$ cat config.mk
export PLATFORM = sky130hd
export DESIGN_NAME = stipple_pattern_pixel_generator_unit
export DESIGN_NICKNAME = d
export VERILOG_FILES = /design/src/spp_pkg.sv /design/src/spp_divider.sv /design/src/spp_cfg.sv /design/src/stipple_pattern_pixel_generator_unit.sv
export SDC_FILE = /design/constraint.sdc
export NUM_CORES = 2
export LEC_CHECK = 0
export ABC_AREA = 1
export BUFFER_PORTS_ARGS = -buffer_cell sky130_fd_sc_hd__buf_2
export CAP_MARGIN = 40
export CORE_MARGIN = 3
export CORE_UTILIZATION = 42
export CTS_CLUSTER_SIZE = 40
export DETAILED_ROUTE_END_ITERATION = 12
export PLACE_DENSITY = 0.62
export SETUP_SLACK_MARGIN = 0.3
export SYNTH_ARGS = -nofsm -noshare
export SYNTH_HDL_FRONTEND = slang
export SYNTH_SLANG_ARGS = --single-unit
export TNS_END_PERCENT = 20
$ cat constraint.sdc
create_clock -name clk -period 10.3 [get_ports clk]
set_clock_uncertainty 0.2 [all_clocks]
set_input_delay 1.03 -clock clk [delete_from_list [all_inputs] [get_ports clk]]
set_output_delay 1.03 -clock clk [all_outputs]
set_load 0.02 [all_outputs]
$ cat src/spp_pkg.sv
// spp_pkg: shared widths, register indexes and transaction types of the stipple texel generator
// no dependencies; used by spp_cfg, spp_divider users and the top level
package spp_pkg;

	localparam int SPP_ROW_LENGTH = 512;

	localparam int COL_W      = 9;
	localparam int ROW_W      = 9;
	localparam int WORD_W     = 8;
	localparam int COUNT_W    = 3;
	localparam int CAP_W      = 10;
	localparam int TEXEL_W    = 8;
	localparam int HEIGHT_W   = 9;
	localparam int PLEN_W     = 10;
	localparam int CFG_IDX_W  = 3;
	localparam int CFG_DATA_W = 10;
	localparam int R4_W       = 9;
	localparam int A4_W       = 10;
	localparam int HH4_W      = 9;
	localparam int C2_W       = 9;
	localparam int SQ_W       = 18;
	localparam int RH_W       = 36;
	localparam int NUM_W      = 17;
	localparam int DIST_W     = 10;
	localparam int DIST_SQ_W  = 20;
	localparam int DELTA_W    = 12;
	localparam int PROD_W     = 38;
	localparam int SUM_W      = 39;

	localparam logic [COUNT_W-1:0] TRI_COUNT    = 3'd4;
	localparam logic [COUNT_W-1:0] SINGLE_COUNT = 3'd1;

	localparam logic [TEXEL_W-1:0] TEXEL_ON  = 8'hFF;
	localparam logic [TEXEL_W-1:0] TEXEL_OFF = 8'h00;

	localparam logic [COUNT_W-1:0] RST_COUNT  = 3'd2;
	localparam logic [WORD_W-1:0]  RST_WORD_A = 8'd4;
	localparam logic [WORD_W-1:0]  RST_WORD_B = 8'd4;
	localparam logic [WORD_W-1:0]  RST_WORD_C = 8'd0;
	localparam logic [WORD_W-1:0]  RST_WORD_D = 8'd0;
	localparam logic [WORD_W-1:0]  RST_DASH_H = 8'd8;
	localparam logic [CAP_W-1:0]   RST_CAP    = 10'd8;

	typedef enum logic [CFG_IDX_W-1:0] {
		CFG_PATTERN_COUNT = 3'd0,
		CFG_WORD_A        = 3'd1,
		CFG_WORD_B        = 3'd2,
		CFG_WORD_C        = 3'd3,
		CFG_WORD_D        = 3'd4,
		CFG_DASH_HEIGHT   = 3'd5,
		CFG_CAP_RADIUS    = 3'd6
	} cfg_idx_t;

	typedef struct packed {
		logic [COL_W-1:0] column;
		logic [ROW_W-1:0] row;
	} in_t;

	typedef struct packed {
		logic [TEXEL_W-1:0]  texel_value;
		logic                inside_tile;
		logic [HEIGHT_W-1:0] tile_height;
	} out_t;

	typedef struct packed {
		logic                tri_mode;
		logic                plen_bad;
		logic [PLEN_W-1:0]   plen;
		logic [HEIGHT_W-1:0] height;
		logic [WORD_W-1:0]   word_a;
		logic [WORD_W-1:0]   word_b;
		logic [WORD_W-1:0]   word_c;
		logic [WORD_W-1:0]   word_d;
		logic [R4_W-1:0]     r4;
		logic [A4_W-1:0]     a4;
		logic [HH4_W-1:0]    hh4;
		logic [C2_W-1:0]     c2;
		logic [SQ_W-1:0]     rr;
		logic [SQ_W-1:0]     hh2;
		logic [RH_W-1:0]     rh;
	} cfg_t;

endpackage

$ cat src/spp_divider.sv
// spp_divider: three-stage pipelined restoring divider, quotient and remainder
// uses no package; an operand pair passes through the registered stages st_s1, st_s2 and st_s3 to quot and remain
module spp_divider #(
	parameter int NW = 9,
	parameter int DW = 10
) (
	input  logic          clk,
	input  logic [NW-1:0] numer,
	input  logic [DW-1:0] denom,
	output logic [NW-1:0] quot,
	output logic [DW-1:0] remain
);

	localparam int STEPS = (NW + 2) / 3;

	typedef struct packed {
		logic [DW-1:0] rem;
		logic [NW-1:0] num;
		logic [NW-1:0] quo;
		logic [DW-1:0] den;
	} div_t;

	function automatic div_t advance(div_t cur, int first);
		div_t        nxt;
		logic [DW:0] trial;
		int          idx;
		nxt = cur;
		for (int j = 0; j < STEPS; j++) begin
			idx = NW - 1 - first - j;
			if (idx >= 0) begin
				trial = {nxt.rem, nxt.num[idx]};
				if (trial >= {1'b0, nxt.den}) begin
					trial        = trial - {1'b0, nxt.den};
					nxt.quo[idx] = 1'b1;
				end
				nxt.rem = trial[DW-1:0];
			end
		end
		return nxt;
	endfunction

	div_t st0;
	div_t st_s1;
	div_t st_s2;
	div_t st_s3;

	always_comb begin
		st0.rem = '0;
		st0.num = numer;
		st0.quo = '0;
		st0.den = denom;
	end

	always_ff @(posedge clk) begin
		st_s1 <= advance(st0, 0);
		st_s2 <= advance(st_s1, STEPS);
		st_s3 <= advance(st_s2, 2 * STEPS);
	end

	assign quot   = st_s3.quo;
	assign remain = st_s3.rem;

endmodule

$ cat src/spp_cfg.sv
// spp_cfg: pattern registers and the per-pattern values derived from them
// depends on spp_pkg; a write lands in the pattern registers, then in the derived values of cfg_q
module spp_cfg #(
	parameter int ROW_LENGTH = spp_pkg::SPP_ROW_LENGTH
) (
	input  logic                             clk,
	input  logic                             arst_n,
	input  logic                             cfg_we,
	input  logic [spp_pkg::CFG_IDX_W-1:0]    cfg_index,
	input  logic [spp_pkg::CFG_DATA_W-1:0]   cfg_data,
	output spp_pkg::cfg_t                    cfg
);

	localparam int AVAIL   = ROW_LENGTH - 2;
	localparam int COUNT_W = spp_pkg::COUNT_W;
	localparam int WORD_W  = spp_pkg::WORD_W;
	localparam int CAP_W   = spp_pkg::CAP_W;
	localparam int PLEN_W  = spp_pkg::PLEN_W;
	localparam int HEIGHT_W = spp_pkg::HEIGHT_W;
	localparam int R4_W    = spp_pkg::R4_W;
	localparam int SQ_W    = spp_pkg::SQ_W;
	localparam int RH_W    = spp_pkg::RH_W;

	logic [COUNT_W-1:0] count_q;
	logic [WORD_W-1:0]  word_a_q;
	logic [WORD_W-1:0]  word_b_q;
	logic [WORD_W-1:0]  word_c_q;
	logic [WORD_W-1:0]  word_d_q;
	logic [WORD_W-1:0]  dash_h_q;
	logic [CAP_W-1:0]   cap_q;

	logic                tri_d;
	logic [PLEN_W-1:0]   plen_d;
	logic [HEIGHT_W-1:0] height_d;
	logic [R4_W-1:0]     two_a;
	logic [R4_W-1:0]     r4_d;

	spp_pkg::cfg_t cfg_q;

	always_ff @(posedge clk or negedge arst_n) begin
		if (!arst_n) begin
			count_q  <= spp_pkg::RST_COUNT;
			word_a_q <= spp_pkg::RST_WORD_A;
			word_b_q <= spp_pkg::RST_WORD_B;
			word_c_q <= spp_pkg::RST_WORD_C;
			word_d_q <= spp_pkg::RST_WORD_D;
			dash_h_q <= spp_pkg::RST_DASH_H;
			cap_q    <= spp_pkg::RST_CAP;
		end else if (cfg_we) begin
			unique case (spp_pkg::cfg_idx_t'(cfg_index))
				spp_pkg::CFG_PATTERN_COUNT: count_q  <= cfg_data[COUNT_W-1:0];
				spp_pkg::CFG_WORD_A:        word_a_q <= cfg_data[WORD_W-1:0];
				spp_pkg::CFG_WORD_B:        word_b_q <= cfg_data[WORD_W-1:0];
				spp_pkg::CFG_WORD_C:        word_c_q <= cfg_data[WORD_W-1:0];
				spp_pkg::CFG_WORD_D:        word_d_q <= cfg_data[WORD_W-1:0];
				spp_pkg::CFG_DASH_HEIGHT:   dash_h_q <= cfg_data[WORD_W-1:0];
				spp_pkg::CFG_CAP_RADIUS:    cap_q    <= cfg_data[CAP_W-1:0];
				default: ;
			endcase
		end
	end

	always_comb begin
		tri_d = (count_q == spp_pkg::TRI_COUNT);
		two_a = {word_a_q, 1'b0};
		if (tri_d) begin
			plen_d   = PLEN_W'(two_a) + PLEN_W'(word_b_q);
			height_d = HEIGHT_W'(word_c_q) + HEIGHT_W'(word_d_q);
		end else begin
			plen_d   = PLEN_W'(word_a_q)
				+ ((count_q == spp_pkg::SINGLE_COUNT) ? '0 : PLEN_W'(word_b_q));
			height_d = HEIGHT_W'(dash_h_q);
		end
		r4_d = (cap_q < CAP_W'(two_a)) ? cap_q[R4_W-1:0] : two_a;
	end

	// three levels: direct values, squares, then the product of the squares
	always_ff @(posedge clk) begin
		cfg_q.tri_mode <= tri_d;
		cfg_q.plen_bad <= (plen_d == '0) || (int'(plen_d) > AVAIL);
		cfg_q.plen     <= plen_d;
		cfg_q.height   <= height_d;
		cfg_q.word_a   <= word_a_q;
		cfg_q.word_b   <= word_b_q;
		cfg_q.word_c   <= word_c_q;
		cfg_q.word_d   <= word_d_q;
		cfg_q.r4       <= r4_d;
		cfg_q.a4       <= {word_a_q, 2'b00};
		cfg_q.hh4      <= {dash_h_q, 1'b0};
		cfg_q.c2       <= {word_c_q, 1'b0};
		cfg_q.rr       <= SQ_W'(cfg_q.r4) * SQ_W'(cfg_q.r4);
		cfg_q.hh2      <= SQ_W'(cfg_q.hh4) * SQ_W'(cfg_q.hh4);
		cfg_q.rh       <= RH_W'(cfg_q.rr) * RH_W'(cfg_q.hh2);
	end

	assign cfg = cfg_q;

endmodule

$ cat src/stipple_pattern_pixel_generator_unit.sv
// stipple_pattern_pixel_generator_unit: one texel transaction per clock while busy is low, no stall on the result side
// output: the result passes through the registers s1 to s9 and is on the ports for one cycle
// the depth is set by the three-stage period and notch dividers and the two-multiply cap test
// reset: busy is high for one cycle after arst_n rises, registers take their reset pattern
// depends on spp_pkg, spp_cfg and spp_divider
module stipple_pattern_pixel_generator_unit #(
	parameter int ROW_LENGTH = spp_pkg::SPP_ROW_LENGTH
) (
	input  logic                           clk,
	input  logic                           arst_n,
	input  logic                           cfg_we,
	input  logic [spp_pkg::CFG_IDX_W-1:0]  cfg_index,
	input  logic [spp_pkg::CFG_DATA_W-1:0] cfg_data,
	input  logic                           start,
	output logic                           busy,
	input  spp_pkg::in_t                   item,
	output logic                           done,
	output spp_pkg::out_t                  result
);

	localparam int AVAIL     = ROW_LENGTH - 2;
	localparam int AVW       = $clog2(ROW_LENGTH);
	localparam int PLEN_W    = spp_pkg::PLEN_W;
	localparam int LW        = ((AVW > PLEN_W) ? AVW : PLEN_W) + 1;
	localparam int PLEN_XW   = PLEN_W + 1;
	localparam int COL_W     = spp_pkg::COL_W;
	localparam int ROW_W     = spp_pkg::ROW_W;
	localparam int WORD_W    = spp_pkg::WORD_W;
	localparam int NUM_W     = spp_pkg::NUM_W;
	localparam int C2_W      = spp_pkg::C2_W;
	localparam int A4_W      = spp_pkg::A4_W;
	localparam int A4_XW     = A4_W + 1;
	localparam int DELTA_W   = spp_pkg::DELTA_W;
	localparam int DIST_W    = spp_pkg::DIST_W;
	localparam int DIST_SQ_W = spp_pkg::DIST_SQ_W;
	localparam int PROD_W    = spp_pkg::PROD_W;
	localparam int SUM_W     = spp_pkg::SUM_W;

	spp_pkg::cfg_t cfg;

	logic busy_q;
	logic accept;

	logic valid_s1, valid_s2, valid_s3, valid_s4, valid_s5, valid_s6, valid_s7, valid_s8;
	logic done_s9;

	logic [COL_W-1:0]  col_s1, col_s2, col_s3, col_s4;
	logic [ROW_W-1:0]  row_s1, row_s2, row_s3, row_s4, row_s5;
	logic [NUM_W-1:0]  numer_s2;
	logic [PLEN_W-1:0] pos_rem_s4;
	logic [PLEN_W-1:0] len_rem_s4;
	logic [NUM_W-1:0]  notch_quo_s5;
	logic              inside_s5, inside_s6, inside_s7, inside_s8;
	logic [PLEN_W-1:0] pos_s5;
	logic              need_ell_s6, need_ell_s7, need_ell_s8;
	logic              fixed_on_s6, fixed_on_s7, fixed_on_s8;
	logic [DIST_W-1:0]    dxa_s6, dya_s6;
	logic [DIST_SQ_W-1:0] dx2_s7, dy2_s7;
	logic [PROD_W-1:0]    p1_s8, p2_s8;
	spp_pkg::out_t        result_s9;

	logic [ROW_W-1:0]  k_d;
	logic [WORD_W-1:0] trg_d;
	logic [NUM_W-1:0]  numer_d;

	logic [LW-1:0]     edge_col;
	logic              inside_d;
	logic [PLEN_W-1:0] pos_d;

	logic [WORD_W-1:0]  width_d;
	logic [PLEN_W-1:0]  left_d;
	logic               notch_on;
	logic               tri_on;
	logic [A4_W-1:0]    x4;
	logic               beyond;
	logic               in_left, in_right;
	logic [A4_W-1:0]    cx4;
	logic [DELTA_W-1:0] dx4, dy4;
	logic [DIST_W-1:0]  dxa_d, dya_d;
	logic               need_ell_d, fixed_on_d;

	logic          ell_on;
	spp_pkg::out_t result_d;

	spp_cfg #(.ROW_LENGTH(ROW_LENGTH)) u_cfg (
		.clk       (clk),
		.arst_n    (arst_n),
		.cfg_we    (cfg_we),
		.cfg_index (cfg_index),
		.cfg_data  (cfg_data),
		.cfg       (cfg)
	);

	assign accept = start && !busy_q;
	assign busy   = busy_q;

	always_ff @(posedge clk or negedge arst_n) begin
		if (!arst_n) begin
			busy_q   <= 1'b1;
			valid_s1 <= 1'b0;
			valid_s2 <= 1'b0;
			valid_s3 <= 1'b0;
			valid_s4 <= 1'b0;
			valid_s5 <= 1'b0;
			valid_s6 <= 1'b0;
			valid_s7 <= 1'b0;
			valid_s8 <= 1'b0;
			done_s9  <= 1'b0;
		end else begin
			busy_q   <= 1'b0;
			valid_s1 <= accept;
			valid_s2 <= valid_s1;
			valid_s3 <= valid_s2;
			valid_s4 <= valid_s3;
			valid_s5 <= valid_s4;
			valid_s6 <= valid_s5;
			valid_s7 <= valid_s6;
			valid_s8 <= valid_s7;
			done_s9  <= valid_s8;
		end
	end

	// notch numerator 2*(c-k)*b + c for triangle row k
	always_comb begin
		k_d     = row_s1 - ROW_W'(cfg.word_d);
		trg_d   = cfg.word_c - k_d[WORD_W-1:0];
		numer_d = NUM_W'({trg_d, 1'b0}) * NUM_W'(cfg.word_b) + NUM_W'(cfg.word_c);
	end

	spp_divider #(.NW(COL_W), .DW(PLEN_W)) u_pos_div (
		.clk    (clk),
		.numer  (col_s1 - COL_W'(1)),
		.denom  (cfg.plen),
		.quot   (),
		.remain (pos_rem_s4)
	);

	spp_divider #(.NW(AVW), .DW(PLEN_W)) u_len_div (
		.clk    (clk),
		.numer  (AVW'(AVAIL)),
		.denom  (cfg.plen),
		.quot   (),
		.remain (len_rem_s4)
	);

	spp_divider #(.NW(NUM_W), .DW(C2_W)) u_notch_div (
		.clk    (clk),
		.numer  (numer_s2),
		.denom  (cfg.c2),
		.quot   (notch_quo_s5),
		.remain ()
	);

	// tile extent and period position with the edge columns folded in
	always_comb begin
		edge_col = LW'(AVAIL) - LW'(len_rem_s4) + LW'(1);
		inside_d = !cfg.plen_bad && (LW'(col_s4) <= edge_col)
			&& (row_s4 < cfg.height);
		priority if (col_s4 == '0) begin
			pos_d = '0;
		end else if (LW'(col_s4) == edge_col) begin
			pos_d = cfg.plen - PLEN_W'(1);
		end else begin
			pos_d = pos_rem_s4;
		end
	end

	// notch span and cap geometry in quarter pixels
	always_comb begin
		width_d  = notch_quo_s5[WORD_W-1:0];
		left_d   = (cfg.plen - PLEN_W'(width_d)) >> 1;
		notch_on = (pos_s5 >= left_d)
			&& (PLEN_XW'(pos_s5) < PLEN_XW'(left_d) + PLEN_XW'(width_d));
		tri_on   = (row_s5 < ROW_W'(cfg.word_d)) || notch_on;

		x4       = {pos_s5[WORD_W-1:0], 2'b00};
		beyond   = pos_s5 >= PLEN_W'(cfg.word_a);
		in_left  = x4 < A4_W'(cfg.r4);
		in_right = (A4_XW'(x4) + A4_XW'(cfg.r4)) >= A4_XW'(cfg.a4);
		cx4      = in_left ? A4_W'(cfg.r4) : cfg.a4 - A4_W'(cfg.r4);
		dx4      = DELTA_W'(x4) + DELTA_W'(2) - DELTA_W'(cx4);
		dy4      = DELTA_W'({row_s5, 2'b00}) + DELTA_W'(2) - DELTA_W'(cfg.hh4);
		dxa_d    = dx4[DELTA_W-1] ? DIST_W'(-dx4) : DIST_W'(dx4);
		dya_d    = dy4[DELTA_W-1] ? DIST_W'(-dy4) : DIST_W'(dy4);

		priority if (cfg.tri_mode) begin
			fixed_on_d = tri_on;
			need_ell_d = 1'b0;
		end else if (beyond) begin
			fixed_on_d = 1'b0;
			need_ell_d = 1'b0;
		end else if (!(in_left || in_right)) begin
			fixed_on_d = 1'b1;
			need_ell_d = 1'b0;
		end else begin
			fixed_on_d = 1'b0;
			need_ell_d = 1'b1;
		end
	end

	always_comb begin
		ell_on = (SUM_W'(p1_s8) + SUM_W'(p2_s8)) <= SUM_W'(cfg.rh);
		result_d.texel_value = (inside_s8 && (need_ell_s8 ? ell_on : fixed_on_s8))
			? spp_pkg::TEXEL_ON : spp_pkg::TEXEL_OFF;
		result_d.inside_tile = inside_s8;
		result_d.tile_height = cfg.height;
	end

	always_ff @(posedge clk) begin
		col_s1      <= item.column;
		row_s1      <= item.row;
		col_s2      <= col_s1;
		row_s2      <= row_s1;
		numer_s2    <= numer_d;
		col_s3      <= col_s2;
		row_s3      <= row_s2;
		col_s4      <= col_s3;
		row_s4      <= row_s3;
		inside_s5   <= inside_d;
		pos_s5      <= pos_d;
		row_s5      <= row_s4;
		inside_s6   <= inside_s5;
		need_ell_s6 <= need_ell_d;
		fixed_on_s6 <= fixed_on_d;
		dxa_s6      <= dxa_d;
		dya_s6      <= dya_d;
		inside_s7   <= inside_s6;
		need_ell_s7 <= need_ell_s6;
		fixed_on_s7 <= fixed_on_s6;
		dx2_s7      <= DIST_SQ_W'(dxa_s6) * DIST_SQ_W'(dxa_s6);
		dy2_s7      <= DIST_SQ_W'(dya_s6) * DIST_SQ_W'(dya_s6);
		inside_s8   <= inside_s7;
		need_ell_s8 <= need_ell_s7;
		fixed_on_s8 <= fixed_on_s7;
		p1_s8       <= PROD_W'(dx2_s7) * PROD_W'(cfg.hh2);
		p2_s8       <= PROD_W'(dy2_s7) * PROD_W'(cfg.rr);
		result_s9   <= result_d;
	end

	assign done   = done_s9;
	assign result = result_s9;

	a_result_follows: assert property (@(posedge clk) disable iff (!arst_n)
		(start && !busy) |-> ##9 done)
		else $error("accepted transaction produced no result");

	a_no_spurious: assert property (@(posedge clk) disable iff (!arst_n)
		done |-> $past(start && !busy, 9))
		else $error("result without an accepted transaction");

	a_inside_row: assert property (@(posedge clk) disable iff (!arst_n)
		(done && result.inside_tile) |-> ($past(item.row, 9) < result.tile_height))
		else $error("texel marked inside at a row beyond the tile");

endmodule
==> flow_summary_export.csv <==
group,metric,value,unit
floorplanning,start_util,0.425,
timing,slew_headroom,0.405,
yosys,async_reset_ff_frac,0.105,
drt,detail_route.wirelength,189000,um
drt,dr.pass1.iters,5,
global_route,grtUsageMet3,0.0217,
global_route,busiest_layer,"met2",
global_route,grt_pass1_vias,61800,
floorplanning,fp.dieW,429,um
yosys,ys.flop_type,"dfxtp_1",
yosys,syn-num-nets,11600,
yosys,synthXorXnorAreaFrac,0.0566,
global_route,antenna_found_initial,2,
yosys,synth_cell_types,72,
cts,clk_path_buf_depth,3,
critical_path,cp_max_fo,7,
yosys,avgSynthCellArea,7.83,um^2
floorplanning,placementRows,154,
yosys,ys_seq_area_frac,0.164,
critical_path,cp-start-kind,"flop",
final_layout,layout_commonest_cell,"nand2_1",
cts,root_buffer,"clkbuf_16",
critical_path,cpMostUsedCell,"nand2_1",
floorplanning,die_h,429,um
global_route,grtUsageMet2,0.360,
drt,viasPerCell,4.97,
final_layout,layout-drive-gt1-share,0.0462,
timing,rsz0062_at_grt,"yes",
floorplanning,die_area,184000,um^2
min_path,hold_depth,0,
timing,max_clock_freq,0.107,GHz
place,hpwlAfterDp,152000,um
global_route,grt_max_degree,61,
min_path,min-delay-start,"u_pos_div.st_s1[21]",
floorplanning,ioPinCount,55,
global_route,track_usage,0.208,
floorplanning,core_area,177000,um^2
critical_path,crit_required,10.73,ns
critical_path,rr_worst_depth,64,
timing,hold_violations,0,
cts,cts_sinks,599,
cts,clk_pin_slew,0.07,ns
drt,drt_iter0_markers,3281,
cts,cts.htree.levels,3,
critical_path,path_class,"reg -> reg",
critical_path,max_stage_delay,0.40,ns
global_route,grt_pass1_wl,314000,um
run_status,status,"complete, no violations",
timing,period_share,0.904,
timing,fin_crit,9.31,ns
final_layout,multi_input_area,54100,um^2
global_route,grt_util_met1,0.274,
cts,numCtsBuffers,74,
yosys,synthCells,9608,
final_layout,layout-area-overhead-vs-synth,8.06,%
drt,avgRoutedWirePerCell,15.7,um
global_route,overflow,0,
final_layout,layout_common_cells,"nand2_1 (2217), inv_1 (2113), ha_1 (1082)",
final_layout,nets,11600,
yosys,synth-simple-area-share,0.168,
critical_path,r2r_end,"u_notch_div.st_s2[48]",
yosys,synth-edff-count,0,
yosys,synthAdderAreaFrac,0.407,
timing,tns,0,ns
timing,maxSlewViolCount,0,
timing,hold_ws,0.112,ns
min_path,min_path_type,"reg -> reg",
cts,clock_latency,0.69,ns
yosys,yosysWarnings,0,
min_path,hold-path-endpoint,"u_pos_div.st_s2[21]",
place,io_buffers,54,
critical_path,end_kind,"flop",
drt,drt.antenna.violating_nets,0,
job,maxCapViolCount,0,
yosys,syn_area,75200,um^2
yosys,synth_compound_area_frac,0.0847,
final_layout,seq_area,12300,um^2
timing,tightest_slew,0.891,ns
critical_path,cp.arrival,9.74,ns
yosys,synth_top_family_by_area,"adder cells",
yosys,ys_seq_elements,599,
drt,post-route-drc-count,0,
drt,vias,59700,
yosys,synth_mux_area_frac,0.000582,
cts,cts_tree,"built",
place,gp_congestion,0.891,
timing,setup_viol,0,
critical_path,crit_slowest_cell,"ha_1",
critical_path,rrSetupSlack,0.99,ns
final_layout,fill_cells,17600,
critical_path,reg2reg_from,"u_notch_div.st_s1[3]",
## routing by layer
layer,vias to the layer above,routed length [um]
met3,265,7570
met4,0,5460
met2,1155,90500
met5,-,0
met1,28700,85100
li1,29600,-
## cells by family after synthesis
kind of cell	count (synthesis)
AND/OR/NAND/NOR	3079
buffers and inverters	2376
adder cells (fa/ha/maj)	1937
AO/OA/AOI/OAI	1126
flip-flops	599
XOR/XNOR	486
multiplexers	4
other	1
## per-stage QoR
stage | cell area, um^2 | util | setup slack [ns] | cells
after floorplan | 75200 | - | 0.917 | 9608
after detailed placement | 78400 | 0.443 | 0.448 | 11900
final | 81300 | 0.459 | 0.986 | 12000
after global routing | 81300 | 0.459 | 0.179 | 12000
after global placement | 78300 | 0.442 | 0.543 | 11900
after CTS | 81100 | 0.458 | 0.367 | 12000
## synth_stat cells, types with 13 or more instances
| library cell | instances | share of area |
|---|---|---|
| nand2_1 | 2218 | 0.11 |
| inv_1 | 2115 | 0.11 |
| ha_1 | 1086 | 0.18 |
| fa_1 | 851 | 0.23 |
| dfxtp_1 | 536 | 0.14 |
| a21oi_1 | 495 | 0.033 |
| nor2_1 | 365 | 0.018 |
| o21ai_0 | 352 | 0.023 |
| xor2_1 | 309 | 0.036 |
| nand3_1 | 247 | 0.016 |
| clkbuf_1 | 230 | 0.011 |
| xnor2_1 | 177 | 0.021 |
| nor3_1 | 66 | 0.0044 |
| dfrtp_1 | 57 | 0.019 |
| nand4_1 | 50 | 0.0042 |
| a21o_1 | 43 | 0.0043 |
| o21bai_1 | 34 | 0.0034 |
| a31oi_1 | 32 | 0.0027 |
| nand2_2 | 24 | 0.0020 |
| o21ai_1 | 24 | 0.0016 |
| or2_2 | 23 | 0.0019 |
| o21a_1 | 21 | 0.0021 |
| a21boi_0 | 20 | 0.0020 |
| nor4_1 | 20 | 0.0017 |
| o211ai_1 | 20 | 0.0020 |
| nand3b_1 | 16 | 0.0016 |
| inv_2 | 14 | 0.00070 |
| a221oi_1 | 13 | 0.0015 |
| o31ai_1 | 13 | 0.0013 |
## worst max-delay path, delay by kind of cell, from the launching register on
family	cells	cell delay, ns
adders and majority gates	6	1.95
and+or+nand+nor	34	3.33
AOI/OAI and AO/OA	13	2.10
DFF	1	0.32
buffers and inverters	11	1.35
## what timing repair did
item / in CTS / in global routing
resized for setup: 0 / 35
hold buffers: 1 / 0
hold endpoints to repair: 3 / 0
endpoints found under the setup margin: 0 / 18
setup buffers: 0 / 8
## area by class of cell
class,count,share of cell area
Inverter,2131,0.0984
Clock inverter,45,0.00894
Sequential cell,599,0.151
Multi-Input combinational cell,6633,0.665
Clock buffer,91,0.0247
Tap cell,2340,0.0360
Timing Repair Buffer,173,0.0151
Antenna cell,2,0.0000616
## worst max path at each step
| stage | start | end | cells past startpoint |
|---|---|---|---|
| after detailed placement | u_cfg.cfg[117] | u_notch_div.st_s1[51] | 54 |
| after global routing | u_notch_div.st_s1[43] | u_notch_div.st_s2[48] | 62 |
| after CTS | u_cfg.cfg[117] | u_notch_div.st_s1[51] | 54 |
| after floorplan | u_notch_div.st_s1[2] | u_notch_div.st_s2[45] | 61 |
| after global placement | u_cfg.cfg[117] | u_notch_div.st_s1[50] | 54 |
| final | u_notch_div.st_s1[3] | u_notch_div.st_s2[48] | 64 |
## sequential cells by signal, indices dropped and copies added, names as in the netlist, 11 cells and up
name	count
dx2_s7	19
dy2_s7	17
numer_s2	17
p1_s8	35
p2_s8	35
result	11
u_cfg.cfg	135
u_len_div.st_s1	20
u_len_div.st_s2	20
u_notch_div.st_s1	27
u_notch_div.st_s2	24
u_pos_div.st_s1	16
u_pos_div.st_s2	13
Power is left out: the tool's default activity adds up to more than one toggle a clock period on the data nets, which glitch-free logic cannot reach.
